**config.mk**
```make
export PLATFORM = sky130hd
export DESIGN_NAME = mpd_queue
export DESIGN_NICKNAME = d
export VERILOG_FILES = /design/src/design/multiway_pivot_distributor_macros.svh /design/src/design/mpd_pkg.sv /design/src/design/mpd_queue.sv
export SDC_FILE = /design/constraint.sdc
export NUM_CORES = 1
export LEC_CHECK = 0
export BUFFER_PORTS_ARGS = -buffer_cell sky130_fd_sc_hd__buf_2
export CAP_MARGIN = 20
export CORE_ASPECT_RATIO = 2
export CORE_UTILIZATION = 40
export CTS_CLUSTER_SIZE = 16
export DETAILED_ROUTE_END_ITERATION = 10
export PLACE_DENSITY = 0.65
export RECOVER_POWER = 100
export SLEW_MARGIN = 25
export SYNTH_ARGS = -nofsm -noshare
export SYNTH_HDL_FRONTEND = slang
export SYNTH_SLANG_ARGS = --single-unit
```
**constraint.sdc**
```tcl
create_clock -name i_clk -period 3.6 [get_ports i_clk]
set_input_delay 0.36 -clock i_clk [delete_from_list [all_inputs] [get_ports i_clk]]
set_output_delay 0.36 -clock i_clk [all_outputs]
set_load 0.05 [all_outputs]
```
**src/design/multiway_pivot_distributor_macros.svh**
```systemverilog
// ============================================================================
// Assertion macros for the multiway pivot distributor
// Short forms of the concurrent checks used at the end of the top level.
// Both sample on i_clk and are off while i_rst_n is low.
// ============================================================================
`ifndef MULTIWAY_PIVOT_DISTRIBUTOR_MACROS_SVH
`define MULTIWAY_PIVOT_DISTRIBUTOR_MACROS_SVH

// Consequent must hold in the same cycle as the antecedent
`define MPD_CHECK_NOW(label, ante, cons, msg) \
    label: assert property (@(posedge i_clk) disable iff (!i_rst_n) \
        (ante) |-> (cons)) else $error(msg);

// Consequent must hold in the cycle after the antecedent
`define MPD_CHECK_NEXT(label, ante, cons, msg) \
    label: assert property (@(posedge i_clk) disable iff (!i_rst_n) \
        (ante) |=> (cons)) else $error(msg);

`endif

```
**src/design/mpd_pkg.sv**
```systemverilog
// ============================================================================
// mpd_pkg
// Shared widths, codes and the front-to-back command record.
// ============================================================================
package mpd_pkg;

    // Field widths
    localparam int VALUE_W  = 64;
    localparam int BUCKET_W = 4;
    localparam int TOTAL_W  = 32;
    localparam int CFG_W    = 5;

    // Defaults and fixed sizes
    localparam int DEF_MAX_BUCKETS = 16;
    localparam int DEF_BLOCK_ELEMS = 512;
    localparam int HW_BUCKET_LIMIT = 16;
    localparam int QUEUE_DEPTH     = 4;

    localparam logic [CFG_W-1:0] CFG_RESET = 5'd4;

    // Result kinds
    localparam logic KIND_ROUTED = 1'b0;
    localparam logic KIND_TOTAL  = 1'b1;

    // One routed element, classified by the front
    typedef struct packed {
        logic signed [VALUE_W-1:0] value;
        logic [BUCKET_W-1:0]       bucket;
        logic                      run_end;  // last routed element of its request
        logic                      eos;      // bucket totals follow this element
    } t_cmd;

endpackage

```
**src/design/mpd_queue.sv**
```systemverilog
// ============================================================================
// mpd_queue
// Short FIFO of classified commands between the front and the back.
// ============================================================================
module mpd_queue
    import mpd_pkg::*;
(
    input  logic i_clk,
    input  logic i_rst_n,
    input  logic i_push_valid,
    output logic o_push_ready,
    input  t_cmd i_push_data,
    output logic o_pop_valid,
    input  logic i_pop_ready,
    output t_cmd o_pop_data
);

    localparam int PTR_W = (QUEUE_DEPTH > 1) ? $clog2(QUEUE_DEPTH) : 1;
    localparam int CNT_W = $clog2(QUEUE_DEPTH + 1);

    t_cmd             r_mem [QUEUE_DEPTH];
    logic [PTR_W-1:0] r_wr;
    logic [PTR_W-1:0] r_rd;
    logic [CNT_W-1:0] r_count;
    logic             push;
    logic             pop;

    assign o_push_ready = (r_count != CNT_W'(QUEUE_DEPTH));
    assign o_pop_valid  = (r_count != '0);
    assign o_pop_data   = r_mem[r_rd];
    assign push         = i_push_valid && o_push_ready;
    assign pop          = o_pop_valid && i_pop_ready;

    // Pointers and fill level
    always_ff @(posedge i_clk) begin
        if (!i_rst_n) begin
            r_wr    <= '0;
            r_rd    <= '0;
            r_count <= '0;
        end else begin
            if (push) begin
                r_wr <= (r_wr == PTR_W'(QUEUE_DEPTH - 1)) ? '0 : r_wr + 1'b1;
            end
            if (pop) begin
                r_rd <= (r_rd == PTR_W'(QUEUE_DEPTH - 1)) ? '0 : r_rd + 1'b1;
            end
            unique case ({push, pop})
                2'b10:   r_count <= r_count + 1'b1;
                2'b01:   r_count <= r_count - 1'b1;
                default: r_count <= r_count;
            endcase
        end
    end

    // Storage
    always_ff @(posedge i_clk) begin
        if (push) begin
            r_mem[r_wr] <= i_push_data;
        end
    end

endmodule

```
==> results_dict.tcl <==
set metrics [dict create \
    crit_slowest_cell "dfxtp_2" \
    use_met2_pct 29.9 \
    synthAdderAreaFrac_pct 0.899 \
    dp.cells 898 \
    vias 4816 \
    fin_cells 943 \
    ir_worst_vdd_mv 0.565 \
    wl_um 20200 \
    crit_fanout 43 \
    ios 146 \
    dieWidth_um 117 \
    tritoncts "built" \
    violations "capacitance limit, slew limit" \
    critical_path_class "reg -> out" \
    startpoint_type "flip-flop" \
    syn_inst 422 \
    r2r_end "r_mem[2][36]" \
    overflow 0 \
    hp-class "in -> reg" \
    cts.sinks 289 \
    cellLeakagePower_nw 3.88 \
    critPathMaxStageDelay_ns 1.12 \
    reg2regPathDepth 3 \
    grt_pass1_wl_um 30100 \
    fmax_mhz 325 \
    crit_arrival_ns 2.72 \
    synthTopCellsByArea "edfxtp_1 (79%), mux4_2 (15%), dfxtp_1 (1.7%), ha_1 (0.71%), buf_4 (0.50%)" \
    area_delta_synth_final_pct 17.8 \
    r2r_setup_slack_ns 0.78 \
    core-area_mm2 0.0259 \
    use_met1_pct 15.9 \
    antenna_left 0 \
    cts_resized 0 \
    synth_top_area_share_pct 79.5 \
    relSlewSlack_pct -27.0 \
    avgRoutedWirePerCell_um 21.4 \
    period_minus_slack_ns 3.08 \
    worstSkewPairLatency_ns 0.52 \
    path_buf_inv 2 \
    reg2reg_from "r_count[0]" \
    tns_ns 0 \
    synth_top_family_by_area "multiplexers" \
    synth_nets 503 \
    dieArea_mm2 0.0271 \
    synthesis.area_mm2 0.0106 \
    endpoint_kind "output pin" \
    dp_hpwl_um 12700 \
    max-cap-violations 4 \
    cts_setup_buffers 0 \
    cts_root_buf "clkbuf_16" \
    vias_per_cell 5.11 \
    synth.area.mux_share_pct 15.0 \
    yosysUniqueCellTypes 27 \
    ys_warn_count 0 \
    finClkSkew_ns 0.0162 \
    status "finished with violations" \
    worstPathCellList "buf_4 > mux4_2 > clkbuf_1" \
    syn_avg_cell_area_um2 25.1 \
    yosys.area.top_type "edfxtp_1" \
    tightestPinTransition_ns 1.90 \
    cts-hold-fix-buffers 0 \
    rsz0062_at_grt "no" \
    hold_viol_final 0 \
    power.density_mw_per_mm2 778 \
    cts_made_buffers 25 \
    start_util_pct 40.9 \
    grt_max_degree 44 \
    cts-htree-levels 1 \
    synthSimpleGateAreaFrac_pct 1.14 \
    cp_top_family "flip-flops" \
    synth_seq_cells 289 \
    synthXorXnorAreaFrac_pct 0.166 \
    synth_compound_area_share_pct 0.379 \
    rows 83 \
    drive_above_1_share_pct 25.6 \
    grt_pass1_vias 5375 \
    min_from "i_push_data[1]" \
    grt.total_usage_pct 15.4 \
    clk_pin_slew_ns 0.07 \
    die_h_um 232 \
    use_met3_pct 2.45 \
    report.final.slew_viol_count 132 \
    portBuffers 145 \
    ctsLongestPathBuffers 3 \
    first_pass_iters 4 \
    drc 0 \
    worstHoldEndpoint "r_mem[1][1]" \
    gp_congestion 0.706 \
    period_share_pct 85.5 \
    fin_nets 666 \
    antenna_found_initial 2 \
    drt-initial-drc-count 201 \
    setup_viol 0 \
    min_path_cells 1 \
    cp.required_ns 3.24 \
    seq_area_frac_synth_pct 81.2 \
    grt-busiest-layer "met2" \
]
## final cells by class
class | count | area, um2
Tap cell | 340 | 425
Antenna cell | 1 | 2.50
Inverter | 7 | 26.3
Clock buffer | 26 | 629
Sequential cell | 289 | 8590
Fill cell | 2153 | 13400
Timing Repair Buffer | 154 | 757
Multi-Input combinational cell | 108 | 1850
Clock inverter | 18 | 171
## sequential cells by signal, indices dropped and copies added, names as in the netlist, named ones only
register and flops:
r_count 3, r_rd 2, r_wr 2, r_mem 280
## cell usage after synthesis, drive strengths merged
library cell / count
edfxtp: 280
buf: 9
dfxtp: 9
or3: 2
clkbuf: 9
o21ai: 5
or3b: 1
a21boi: 1
nand3: 2
xnor2: 1
nand2: 6
mux4: 70
ha: 6
inv: 7
xor2: 1
o31ai: 1
nand4: 1
mux2i: 1
and3: 4
nor2: 2
fa: 1
and2: 3
## cells in the final DEF, fill, tap and decap left out, drive strengths merged
cell / n
bufinv: 3
nand3: 2
nand2: 6
nand4: 1
edfxtp: 280
o21ai: 5
and2: 3
dfxtp: 9
fa: 1
mux2i: 1
or3: 2
inv: 7
diode: 1
clkinvlp: 3
clkinv: 12
a21boi: 1
o31ai: 1
xnor2: 1
xor2: 1
mux4: 70
nor2: 2
and3: 4
buf: 41
or3b: 1
ha: 6
clkbuf: 139
## where the power goes
part	switching (mW)	total (mW)	internal [mW]
combinational	1.96	2.81	0.851
clock	1.14	2.63	1.49
sequential	0.191	4.25	4.06
## how the worst max path moves through the flow
stage          cells past startpoint              to        from
6_report                           3  o_pop_data[45]   flip-flop
5_1_grt                            3  o_pop_data[45]   flip-flop
4_1_cts                            3  o_pop_data[60]   flip-flop
3_5_place_dp                       9      r_count[2]  r_count[2]
3_3_place_gp                       9      r_count[2]  r_count[2]
2_1_floorplan                      3     r_mem[3][0]  r_count[0]
## kinds of logic after synthesis
| kind of cell | after synthesis |
|---|---|
| mux | 71 |
| compound gates | 7 |
| simple gates | 21 |
| buf+inv | 25 |
| flops | 289 |
| xor+xnor | 2 |
| fa+ha+maj | 7 |
## stage by stage
step / util, % / total power [mW] / worst slack (ns) / area [um2] / hold WS, ns
2_1_floorplan: - / 6.51 / 0.776 / 10600 / 0.459
3_3_place_gp: 45.3 / 7.17 / 1.17 / 11700 / 0.487
3_5_place_dp: 45.7 / 7.27 / 1.05 / 11800 / 0.506
4_1_cts: 48.8 / 9.89 / 0.763 / 12600 / 0.0235
5_1_grt: 48.2 / 10.0 / 0.350 / 12500 / 0.0808
6_report: 48.2 / 9.69 / 0.521 / 12500 / 0.0941
## layer usage
metal | vias up | wire length [um] | share of wire (%)
met1 | 2545 | 7020 | 35
li1 | 2116 | - | -
met5 | - | 13 | 0.064
met2 | 115 | 11800 | 58
met3 | 38 | 743 | 3.7
met4 | 2 | 661 | 3.3
Note: power is estimated with default switching activity, not from simulation.
