--- src/design/multiway_pivot_distributor_macros.svh ---
// ============================================================================
// Assertion macros for the multiway pivot distributor
// Short forms of the concurrent checks used at the end of the top level.
// Both sample on i_clk and are off while i_rst_n is low.
// ============================================================================
`ifndef MULTIWAY_PIVOT_DISTRIBUTOR_MACROS_SVH
`define MULTIWAY_PIVOT_DISTRIBUTOR_MACROS_SVH

// Consequent must hold in the same cycle as the antecedent
`define MPD_CHECK_NOW(label, ante, cons, msg) \
    label: assert property (@(posedge i_clk) disable iff (!i_rst_n) \
        (ante) |-> (cons)) else $error(msg);

// Consequent must hold in the cycle after the antecedent
`define MPD_CHECK_NEXT(label, ante, cons, msg) \
    label: assert property (@(posedge i_clk) disable iff (!i_rst_n) \
        (ante) |=> (cons)) else $error(msg);

`endif

--- src/design/mpd_pkg.sv ---
// ============================================================================
// mpd_pkg
// Shared widths, codes and the front-to-back command record.
// ============================================================================
package mpd_pkg;

    // Field widths
    localparam int VALUE_W  = 64;
    localparam int BUCKET_W = 4;
    localparam int TOTAL_W  = 32;
    localparam int CFG_W    = 5;

    // Defaults and fixed sizes
    localparam int DEF_MAX_BUCKETS = 16;
    localparam int DEF_BLOCK_ELEMS = 512;
    localparam int HW_BUCKET_LIMIT = 16;
    localparam int QUEUE_DEPTH     = 4;

    localparam logic [CFG_W-1:0] CFG_RESET = 5'd4;

    // Result kinds
    localparam logic KIND_ROUTED = 1'b0;
    localparam logic KIND_TOTAL  = 1'b1;

    // One routed element, classified by the front
    typedef struct packed {
        logic signed [VALUE_W-1:0] value;
        logic [BUCKET_W-1:0]       bucket;
        logic                      run_end;  // last routed element of its request
        logic                      eos;      // bucket totals follow this element
    } t_cmd;

endpackage

--- src/design/mpd_if.sv ---
// ============================================================================
// mpd_in_if / mpd_out_if
// Valid/ready channels for stream elements and for results.
// ============================================================================
interface mpd_in_if
    import mpd_pkg::*;
();
    logic                      valid;
    logic                      ready;
    logic signed [VALUE_W-1:0] value;
    logic                      end_of_stream;

    modport source (output valid, value, end_of_stream, input ready);
    modport sink   (input valid, value, end_of_stream, output ready);
endinterface


--- src/design/mpd_front.sv ---
// ============================================================================
// mpd_front
// Accepts stream elements, builds the sorted pivot set, replays the held
// elements once the pivots are settled, and classifies every element.
// ============================================================================
module mpd_front
    import mpd_pkg::*;
#(
    parameter int MAX_BUCKETS = DEF_MAX_BUCKETS
) (
    input  logic              i_clk,
    input  logic              i_rst_n,
    input  logic              i_cfg_we,
    input  logic [BUCKET_W:0] i_buckets,
    mpd_in_if.sink            i_in,
    output logic              o_cmd_valid,
    input  logic              i_cmd_ready,
    output t_cmd              o_cmd
);

    localparam int LIM      = (MAX_BUCKETS < HW_BUCKET_LIMIT) ? MAX_BUCKETS
                                                               : HW_BUCKET_LIMIT;
    localparam int NPIV_MAX = LIM - 1;
    localparam int CAP_W    = $clog2(LIM);
    localparam int IDX_W    = (NPIV_MAX > 1) ? $clog2(NPIV_MAX) : 1;

    typedef enum logic {S_TAKE, S_REPLAY} t_state;

    t_state                    r_state;
    logic [CAP_W-1:0]          r_cap;
    logic [CAP_W-1:0]          r_idx;
    logic                      r_eos;
    logic signed [VALUE_W-1:0] r_pivot [NPIV_MAX];
    logic signed [VALUE_W-1:0] r_held  [NPIV_MAX];
    logic signed [VALUE_W-1:0] n_pivot [NPIV_MAX];
    logic signed [VALUE_W-1:0] shifted [NPIV_MAX];

    logic [BUCKET_W:0]         buckets_m1;
    logic [CAP_W-1:0]          npiv;
    logic                      capturing;
    logic                      cap_done;
    logic                      accept;
    logic                      push;
    logic                      rep_last;
    logic signed [VALUE_W-1:0] cls_x;
    logic                      cls_hit;
    logic [BUCKET_W-1:0]       cls_j;
    logic [CAP_W-1:0]          ins_pos;

    assign buckets_m1 = i_buckets - 1'b1;
    assign npiv       = buckets_m1[CAP_W-1:0];
    assign capturing  = (r_cap < npiv);
    assign cap_done   = ((r_cap + 1'b1) == npiv);
    assign i_in.ready = (r_state == S_TAKE) && i_cmd_ready;
    assign accept     = i_in.valid && i_in.ready;
    assign rep_last   = (r_idx == (r_cap - 1'b1));

    // Element under classification: replayed held value or live input
    assign cls_x = (r_state == S_REPLAY) ? r_held[r_idx[IDX_W-1:0]] : i_in.value;

    // First captured pivot at or above the element; last bucket otherwise
    always_comb begin
        cls_hit = 1'b0;
        cls_j   = '0;
        for (int i = NPIV_MAX - 1; i >= 0; i--) begin
            if ((CAP_W'(i) < r_cap) && ($signed(cls_x) <= $signed(r_pivot[i]))) begin
                cls_hit = 1'b1;
                cls_j   = BUCKET_W'(i);
            end
        end
        if (!cls_hit) begin
            cls_j = buckets_m1[BUCKET_W-1:0];
        end
    end

    // Insertion slot: after every pivot not above the new value
    always_comb begin
        ins_pos = r_cap;
        for (int i = NPIV_MAX - 1; i >= 0; i--) begin
            if ((CAP_W'(i) < r_cap) && ($signed(r_pivot[i]) > $signed(i_in.value))) begin
                ins_pos = CAP_W'(i);
            end
        end
    end

    // Pivot set with the new value slotted in
    always_comb begin
        shifted[0] = r_pivot[0];
        for (int k = 1; k < NPIV_MAX; k++) begin
            shifted[k] = r_pivot[k-1];
        end
        for (int k = 0; k < NPIV_MAX; k++) begin
            if (CAP_W'(k) < ins_pos) begin
                n_pivot[k] = r_pivot[k];
            end else if (CAP_W'(k) == ins_pos) begin
                n_pivot[k] = i_in.value;
            end else begin
                n_pivot[k] = shifted[k];
            end
        end
    end

    // Command toward the back
    assign o_cmd_valid    = (r_state == S_REPLAY) || (accept && !capturing);
    assign push           = o_cmd_valid && i_cmd_ready;
    assign o_cmd.value    = cls_x;
    assign o_cmd.bucket   = cls_j;
    assign o_cmd.run_end  = (r_state == S_REPLAY) ? rep_last : 1'b1;
    assign o_cmd.eos      = (r_state == S_REPLAY) ? (r_eos && rep_last)
                                                  : i_in.end_of_stream;

    // Capture / replay sequencer
    always_ff @(posedge i_clk) begin
        if (!i_rst_n) begin
            r_state <= S_TAKE;
            r_cap   <= '0;
            r_idx   <= '0;
            r_eos   <= 1'b0;
        end else if (i_cfg_we) begin
            r_state <= S_TAKE;
            r_cap   <= '0;
        end else begin
            unique case (r_state)
                S_TAKE: begin
                    if (accept) begin
                        if (capturing) begin
                            r_cap <= r_cap + 1'b1;
                            if (cap_done || i_in.end_of_stream) begin
                                r_state <= S_REPLAY;
                                r_idx   <= '0;
                                r_eos   <= i_in.end_of_stream;
                            end
                        end else if (i_in.end_of_stream) begin
                            r_cap <= '0;
                        end
                    end
                end
                S_REPLAY: begin
                    if (push) begin
                        if (rep_last) begin
                            r_state <= S_TAKE;
                            if (r_eos) begin
                                r_cap <= '0;
                            end
                        end else begin
                            r_idx <= r_idx + 1'b1;
                        end
                    end
                end
                default: r_state <= S_TAKE;
            endcase
        end
    end

    // Pivot and held-value storage
    always_ff @(posedge i_clk) begin
        if (accept && capturing) begin
            for (int k = 0; k < NPIV_MAX; k++) begin
                r_pivot[k] <= n_pivot[k];
            end
            r_held[r_cap[IDX_W-1:0]] <= i_in.value;
        end
    end

endmodule

--- src/flat_wrapper.sv ---
// flat-port wrapper written by rule: the top's interface ports become plain ports
module mpd_front_flat import mpd_pkg::*;
#(
    parameter int MAX_BUCKETS = DEF_MAX_BUCKETS
)
  (i_clk, i_rst_n, i_cfg_we, i_buckets, o_cmd_valid, i_cmd_ready, o_cmd, i_in_valid, i_in_value, i_in_end_of_stream, i_in_ready);
  mpd_in_if i_in_i ();
  input  logic i_clk;
  input  logic i_rst_n;
  input  logic i_cfg_we;
  input  logic [BUCKET_W:0] i_buckets;
  output logic o_cmd_valid;
  input  logic i_cmd_ready;
  output t_cmd o_cmd;
  input wire logic [$bits(i_in_i.valid)-1:0] i_in_valid;
  input wire logic [$bits(i_in_i.value)-1:0] i_in_value;
  input wire logic [$bits(i_in_i.end_of_stream)-1:0] i_in_end_of_stream;
  output wire logic [$bits(i_in_i.ready)-1:0] i_in_ready;
  assign i_in_i.valid = i_in_valid;
  assign i_in_i.value = i_in_value;
  assign i_in_i.end_of_stream = i_in_end_of_stream;
  assign i_in_ready = i_in_i.ready;
  mpd_front #(.MAX_BUCKETS(MAX_BUCKETS)) u_core (.i_clk(i_clk), .i_rst_n(i_rst_n), .i_cfg_we(i_cfg_we), .i_buckets(i_buckets), .i_in(i_in_i), .o_cmd_valid(o_cmd_valid), .i_cmd_ready(i_cmd_ready), .o_cmd(o_cmd));
endmodule
--- config.mk ---
export PLATFORM = sky130hd
export DESIGN_NAME = mpd_front_flat
export DESIGN_NICKNAME = d
export VERILOG_FILES = /design/src/design/multiway_pivot_distributor_macros.svh /design/src/design/mpd_pkg.sv /design/src/design/mpd_if.sv /design/src/design/mpd_front.sv /design/src/flat_wrapper.sv
export SDC_FILE = /design/constraint.sdc
export NUM_CORES = 2
export LEC_CHECK = 0
export BUFFER_PORTS_ARGS = -buffer_cell sky130_fd_sc_hd__buf_2
export CAP_MARGIN = 20
export CORE_MARGIN = 4
export CORE_UTILIZATION = 38
export CTS_BUF_LIST = sky130_fd_sc_hd__clkbuf_4 sky130_fd_sc_hd__clkbuf_8
export DETAILED_ROUTE_END_ITERATION = 8
export RECOVER_POWER = 25
export SYNTH_ARGS = -nofsm -noshare
export SYNTH_HDL_FRONTEND = slang
export SYNTH_SLANG_ARGS = --single-unit
--- constraint.sdc ---
create_clock -name i_clk -period 10.34 [get_ports i_clk]
set_input_delay 0 -clock i_clk [delete_from_list [all_inputs] [get_ports i_clk]]
set_output_delay 0 -clock i_clk [all_outputs]
set_load 0.005 [all_outputs]
==> results.json <==
{
  "grt.busiest_layer": "met2",
  "viasPerCell": 5.91,
  "num_rows": 209,
  "insertion_delay_ns": 1.03,
  "antenna_found_initial": 46,
  "cts_tree": "built",
  "violations": "max-capacitance violations, max-slew violations",
  "area_growth_pct": 12.5,
  "cp-start-kind": "flip-flop",
  "yosysWarnings": 0,
  "chipWidth_um": 578,
  "ir_drop_mv": 0.0932,
  "min_period_ns": 9.00,
  "ys_seq_area_frac": 0.469,
  "dpl_cell_area_um2": 131000,
  "cellLeakagePower_nw": 57.1,
  "synth_edf_count": 1920,
  "clkSinkCount": 1934,
  "cp_max_fo": 52,
  "syn_area_per_cell_um2": 12.3,
  "slew_headroom": -0.499,
  "cts_buffer_depth": 4,
  "worstSetupPathType": "reg -> out",
  "cts_resized": 0,
  "grt_use_total": 0.251,
  "hp-class": "in -> reg",
  "grt.met1_usage": 0.354,
  "arrival_ns": 9.00,
  "num_vias": 90100,
  "layout_worst_path_cycle_share": 0.871,
  "port_buffers": 145,
  "cts-root-buf": "clkbuf_8",
  "cts_htree_levels": 5,
  "status": "complete, but fails checks",
  "crit_buf_inv": 5,
  "hpwl_um": 315000,
  "io_pins": 147,
  "total_power_w": 0.0189,
  "cpLargestDelayFamily": "simple AND/OR/NAND/NOR gates",
  "rsz0062_at_grt": "no",
  "seq_area_um2": 58000,
  "cts-hold-fix-buffers": 122,
  "syn_nets": 12000,
  "synth_cell_types": 92,
  "ant_nets": 0,
  "drv_slew": 34,
  "wl_per_cell_um": 28.4,
  "totalWireLength_um": 433000,
  "met2_usage": 0.366,
  "die_y_um": 578,
  "design_area_um2": 139000,
  "cp_slowest_stage_delay_ns": 0.97,
  "first_global_vias": 90400,
  "critPathRequiredTime_ns": 10.34,
  "clk_pin_slew_ns": 0.06,
  "tns_ns": 0,
  "multi_input_area_um2": 60500,
  "cap_violations": 1,
  "crit_path_cell_trace": "buf_12 -> buf_12 -> mux4_2 -> mux4_2 -> nand2_1 -> o21ai_2 -> buf_4 -> buf_4 -> ha_1 -> nand4_1 -> or2_2 -> o21ai_0 -> o41ai_1 -> a41o_1 -> a311oi_1 -> or4_1 -> nor2b_1 -> and2_1 -> nand3b_1 -> mux2i_1 -> buf_2",
  "fill_cells": 29700,
  "synth_cells": 10000,
  "core_area_um2": 324000,
  "synthFlopType": "edfxtp_1",
  "power_density_nw_per_um2": 136,
  "fmax_mhz": 111,
  "drt-initial-drc-count": 8861,
  "ys_seq_elements": 1934,
  "grt_pass1_wl_um": 616000,
  "synth_area_um2": 124000,
  "hold_viol_final": 0,
  "dieArea_um2": 334000,
  "finalSetupViolCount": 0,
  "cpMaxStageDelayCell": "o41ai_1",
  "synthArstFlopShare": 0,
  "gp_congestion": 0.975,
  "cts_buffers": 343,
  "drc": 0,
  "nets": 12700,
  "initial_utilization": 0.381,
  "tightest_slew_ns": 2.25,
  "first_pass_iters": 8,
  "clock_skew_ns": 0.0965,
  "met3_usage": 0.0471,
  "drive_gt1_frac": 0.120,
  "hold_ws_ns": 0.145,
  "grt-ovfl-total": 0,
  "grt_max_degree": 86,
  "critPathCaptureType": "output port",
  "finalCoreUtilization": 0.429,
  "post_cts_buffers": 0
}
[cells by family after synthesis]
| family | Yosys count | share of synthesized area |
|---|---|---|
| AND/OR/NAND/NOR | 1781 | 0.0738 |
| XOR/XNOR | 16 | 0.00113 |
| multiplexers | 1171 | 0.121 |
| AO/OA/AOI/OAI | 1806 | 0.0936 |
| flip-flops | 1934 | 0.469 |
| adder cells (fa/ha/maj) | 1931 | 0.196 |
| buffers and inverters | 1393 | 0.0461 |
[registers in the layout, indices dropped and copies added (netlist names), named ones only]
name            cells
u_core.r_idx        4
u_core.r_state      1
u_core.r_cap        4
u_core.r_eos        1
u_core.r_held     960
u_core.r_pivot    960
[path summary, 6_finish.rpt]
path                               start                     end  slack (ns)  cells after the start
setup reg to reg  u_core.r_pivot[0][479]  u_core.r_pivot[0][458]        3.25                     14
hold reg to reg          u_core.r_idx[3]               flip-flop        0.57                      2
hold / removal              i_buckets[1]         u_core.r_cap[3]        0.14                     10
setup / recovery               flip-flop                o_cmd[2]        1.34                     21
[worst min-delay path, stage by stage]
cell,delay [ns]
buf_2,0.09
nor3_1,0.05
xnor2_1,0.13
buf_4,0.22
ha_1,0.18
a21oi_1,0.09
nand2b_1,0.13
nor2_1,0.06
mux2i_1,0.13
nor2_1,0.05
[final cells by class]
cell class / count / share of cell area
Sequential cell: 1934 / 0.417
Inverter: 1122 / 0.0303
Timing Repair Buffer: 563 / 0.0312
Antenna cell: 16 / 0.000288
Tap cell: 4325 / 0.0389
Multi-Input combinational cell: 6705 / 0.436
Clock inverter: 143 / 0.00712
Clock buffer: 446 / 0.0396
[routing by layer]
| layer | share of wire | vias to the layer above |
|---|---|---|
| met5 | 0.00015 | - |
| met4 | 0.060 | 12 |
| met3 | 0.082 | 855 |
| met2 | 0.42 | 4145 |
| met1 | 0.44 | 45000 |
| li1 | - | 40100 |
[through the flow]
| stage | worst slack [ns] | instances |
|---|---|---|
| 6_report | 1.34 | 15300 |
| 5_1_grt | 1.03 | 15200 |
| 4_1_cts | 1.07 | 15200 |
| 3_5_place_dp | 2.23 | 14500 |
| 3_3_place_gp | 2.22 | 14500 |
| 2_1_floorplan | 2.73 | 10000 |
[synth_stat cells (30+ instances only)]
cell type  count  area [µm²]
a31oi_1       30         188
buf_6         35         394
nor4_1        71         444
o21a_1        42         315
buf_4         49         368
and4_1        36         315
a21o_1       223        1670
nand2_1      425        1600
a2111oi_0     31         272
nor2b_1       58         363
mux4_2       256        5770
a211oi_1     111         833
mux2i_1      898        8990
inv_1       1122        4210
a21oi_1      514        2570
clkbuf_1     137         514
a221oi_1      32         280
a22o_1        68         596
nand4_1      343        2150
edfxtp_1    1920       57700
nor3_1       133         666
o211ai_1      85         638
o21ai_0      437        2190
and3_1        48         300
ha_1        1931       24200
nor2_1       282        1060
nand3_1      248        1240
[layout by cell type (no fill, tap or decap), drive strengths merged, types with 48 or more instances in the layout]
| master | netlist | layout |
|---|---|---|
| nor3 | 135 | 135 |
| nor4 | 75 | 75 |
| buf | 134 | 375 |
| edfxtp | 1920 | 1920 |
| nand4 | 343 | 343 |
| nor2b | 58 | 58 |
| a21oi | 515 | 515 |
| mux4 | 256 | 256 |
| nand3 | 248 | 248 |
| o211ai | 86 | 86 |
| clkbuf | 137 | 512 |
| inv | 1122 | 1135 |
| mux2i | 898 | 898 |
| a22o | 68 | 68 |
| nor2 | 283 | 283 |
| dlygate4sd3 | 0 | 122 |
| nand2 | 425 | 425 |
| clkinv | 0 | 113 |
| ha | 1931 | 1931 |
| a211oi | 112 | 112 |
| o21ai | 443 | 443 |
| a21o | 223 | 223 |
| and3 | 48 | 48 |
[where the power goes]
| part | total, W | switching (W) | internal [W] |
|---|---|---|---|
| sequential | 0.00902 | 0.000146 | 0.00887 |
| combinational | 0.00283 | 0.00184 | 0.000987 |
| clock | 0.00705 | 0.00332 | 0.00373 |
| total | 0.0189 | 0.00531 | 0.0136 |
No activity file was read; power rests on OpenSTA's default activity.
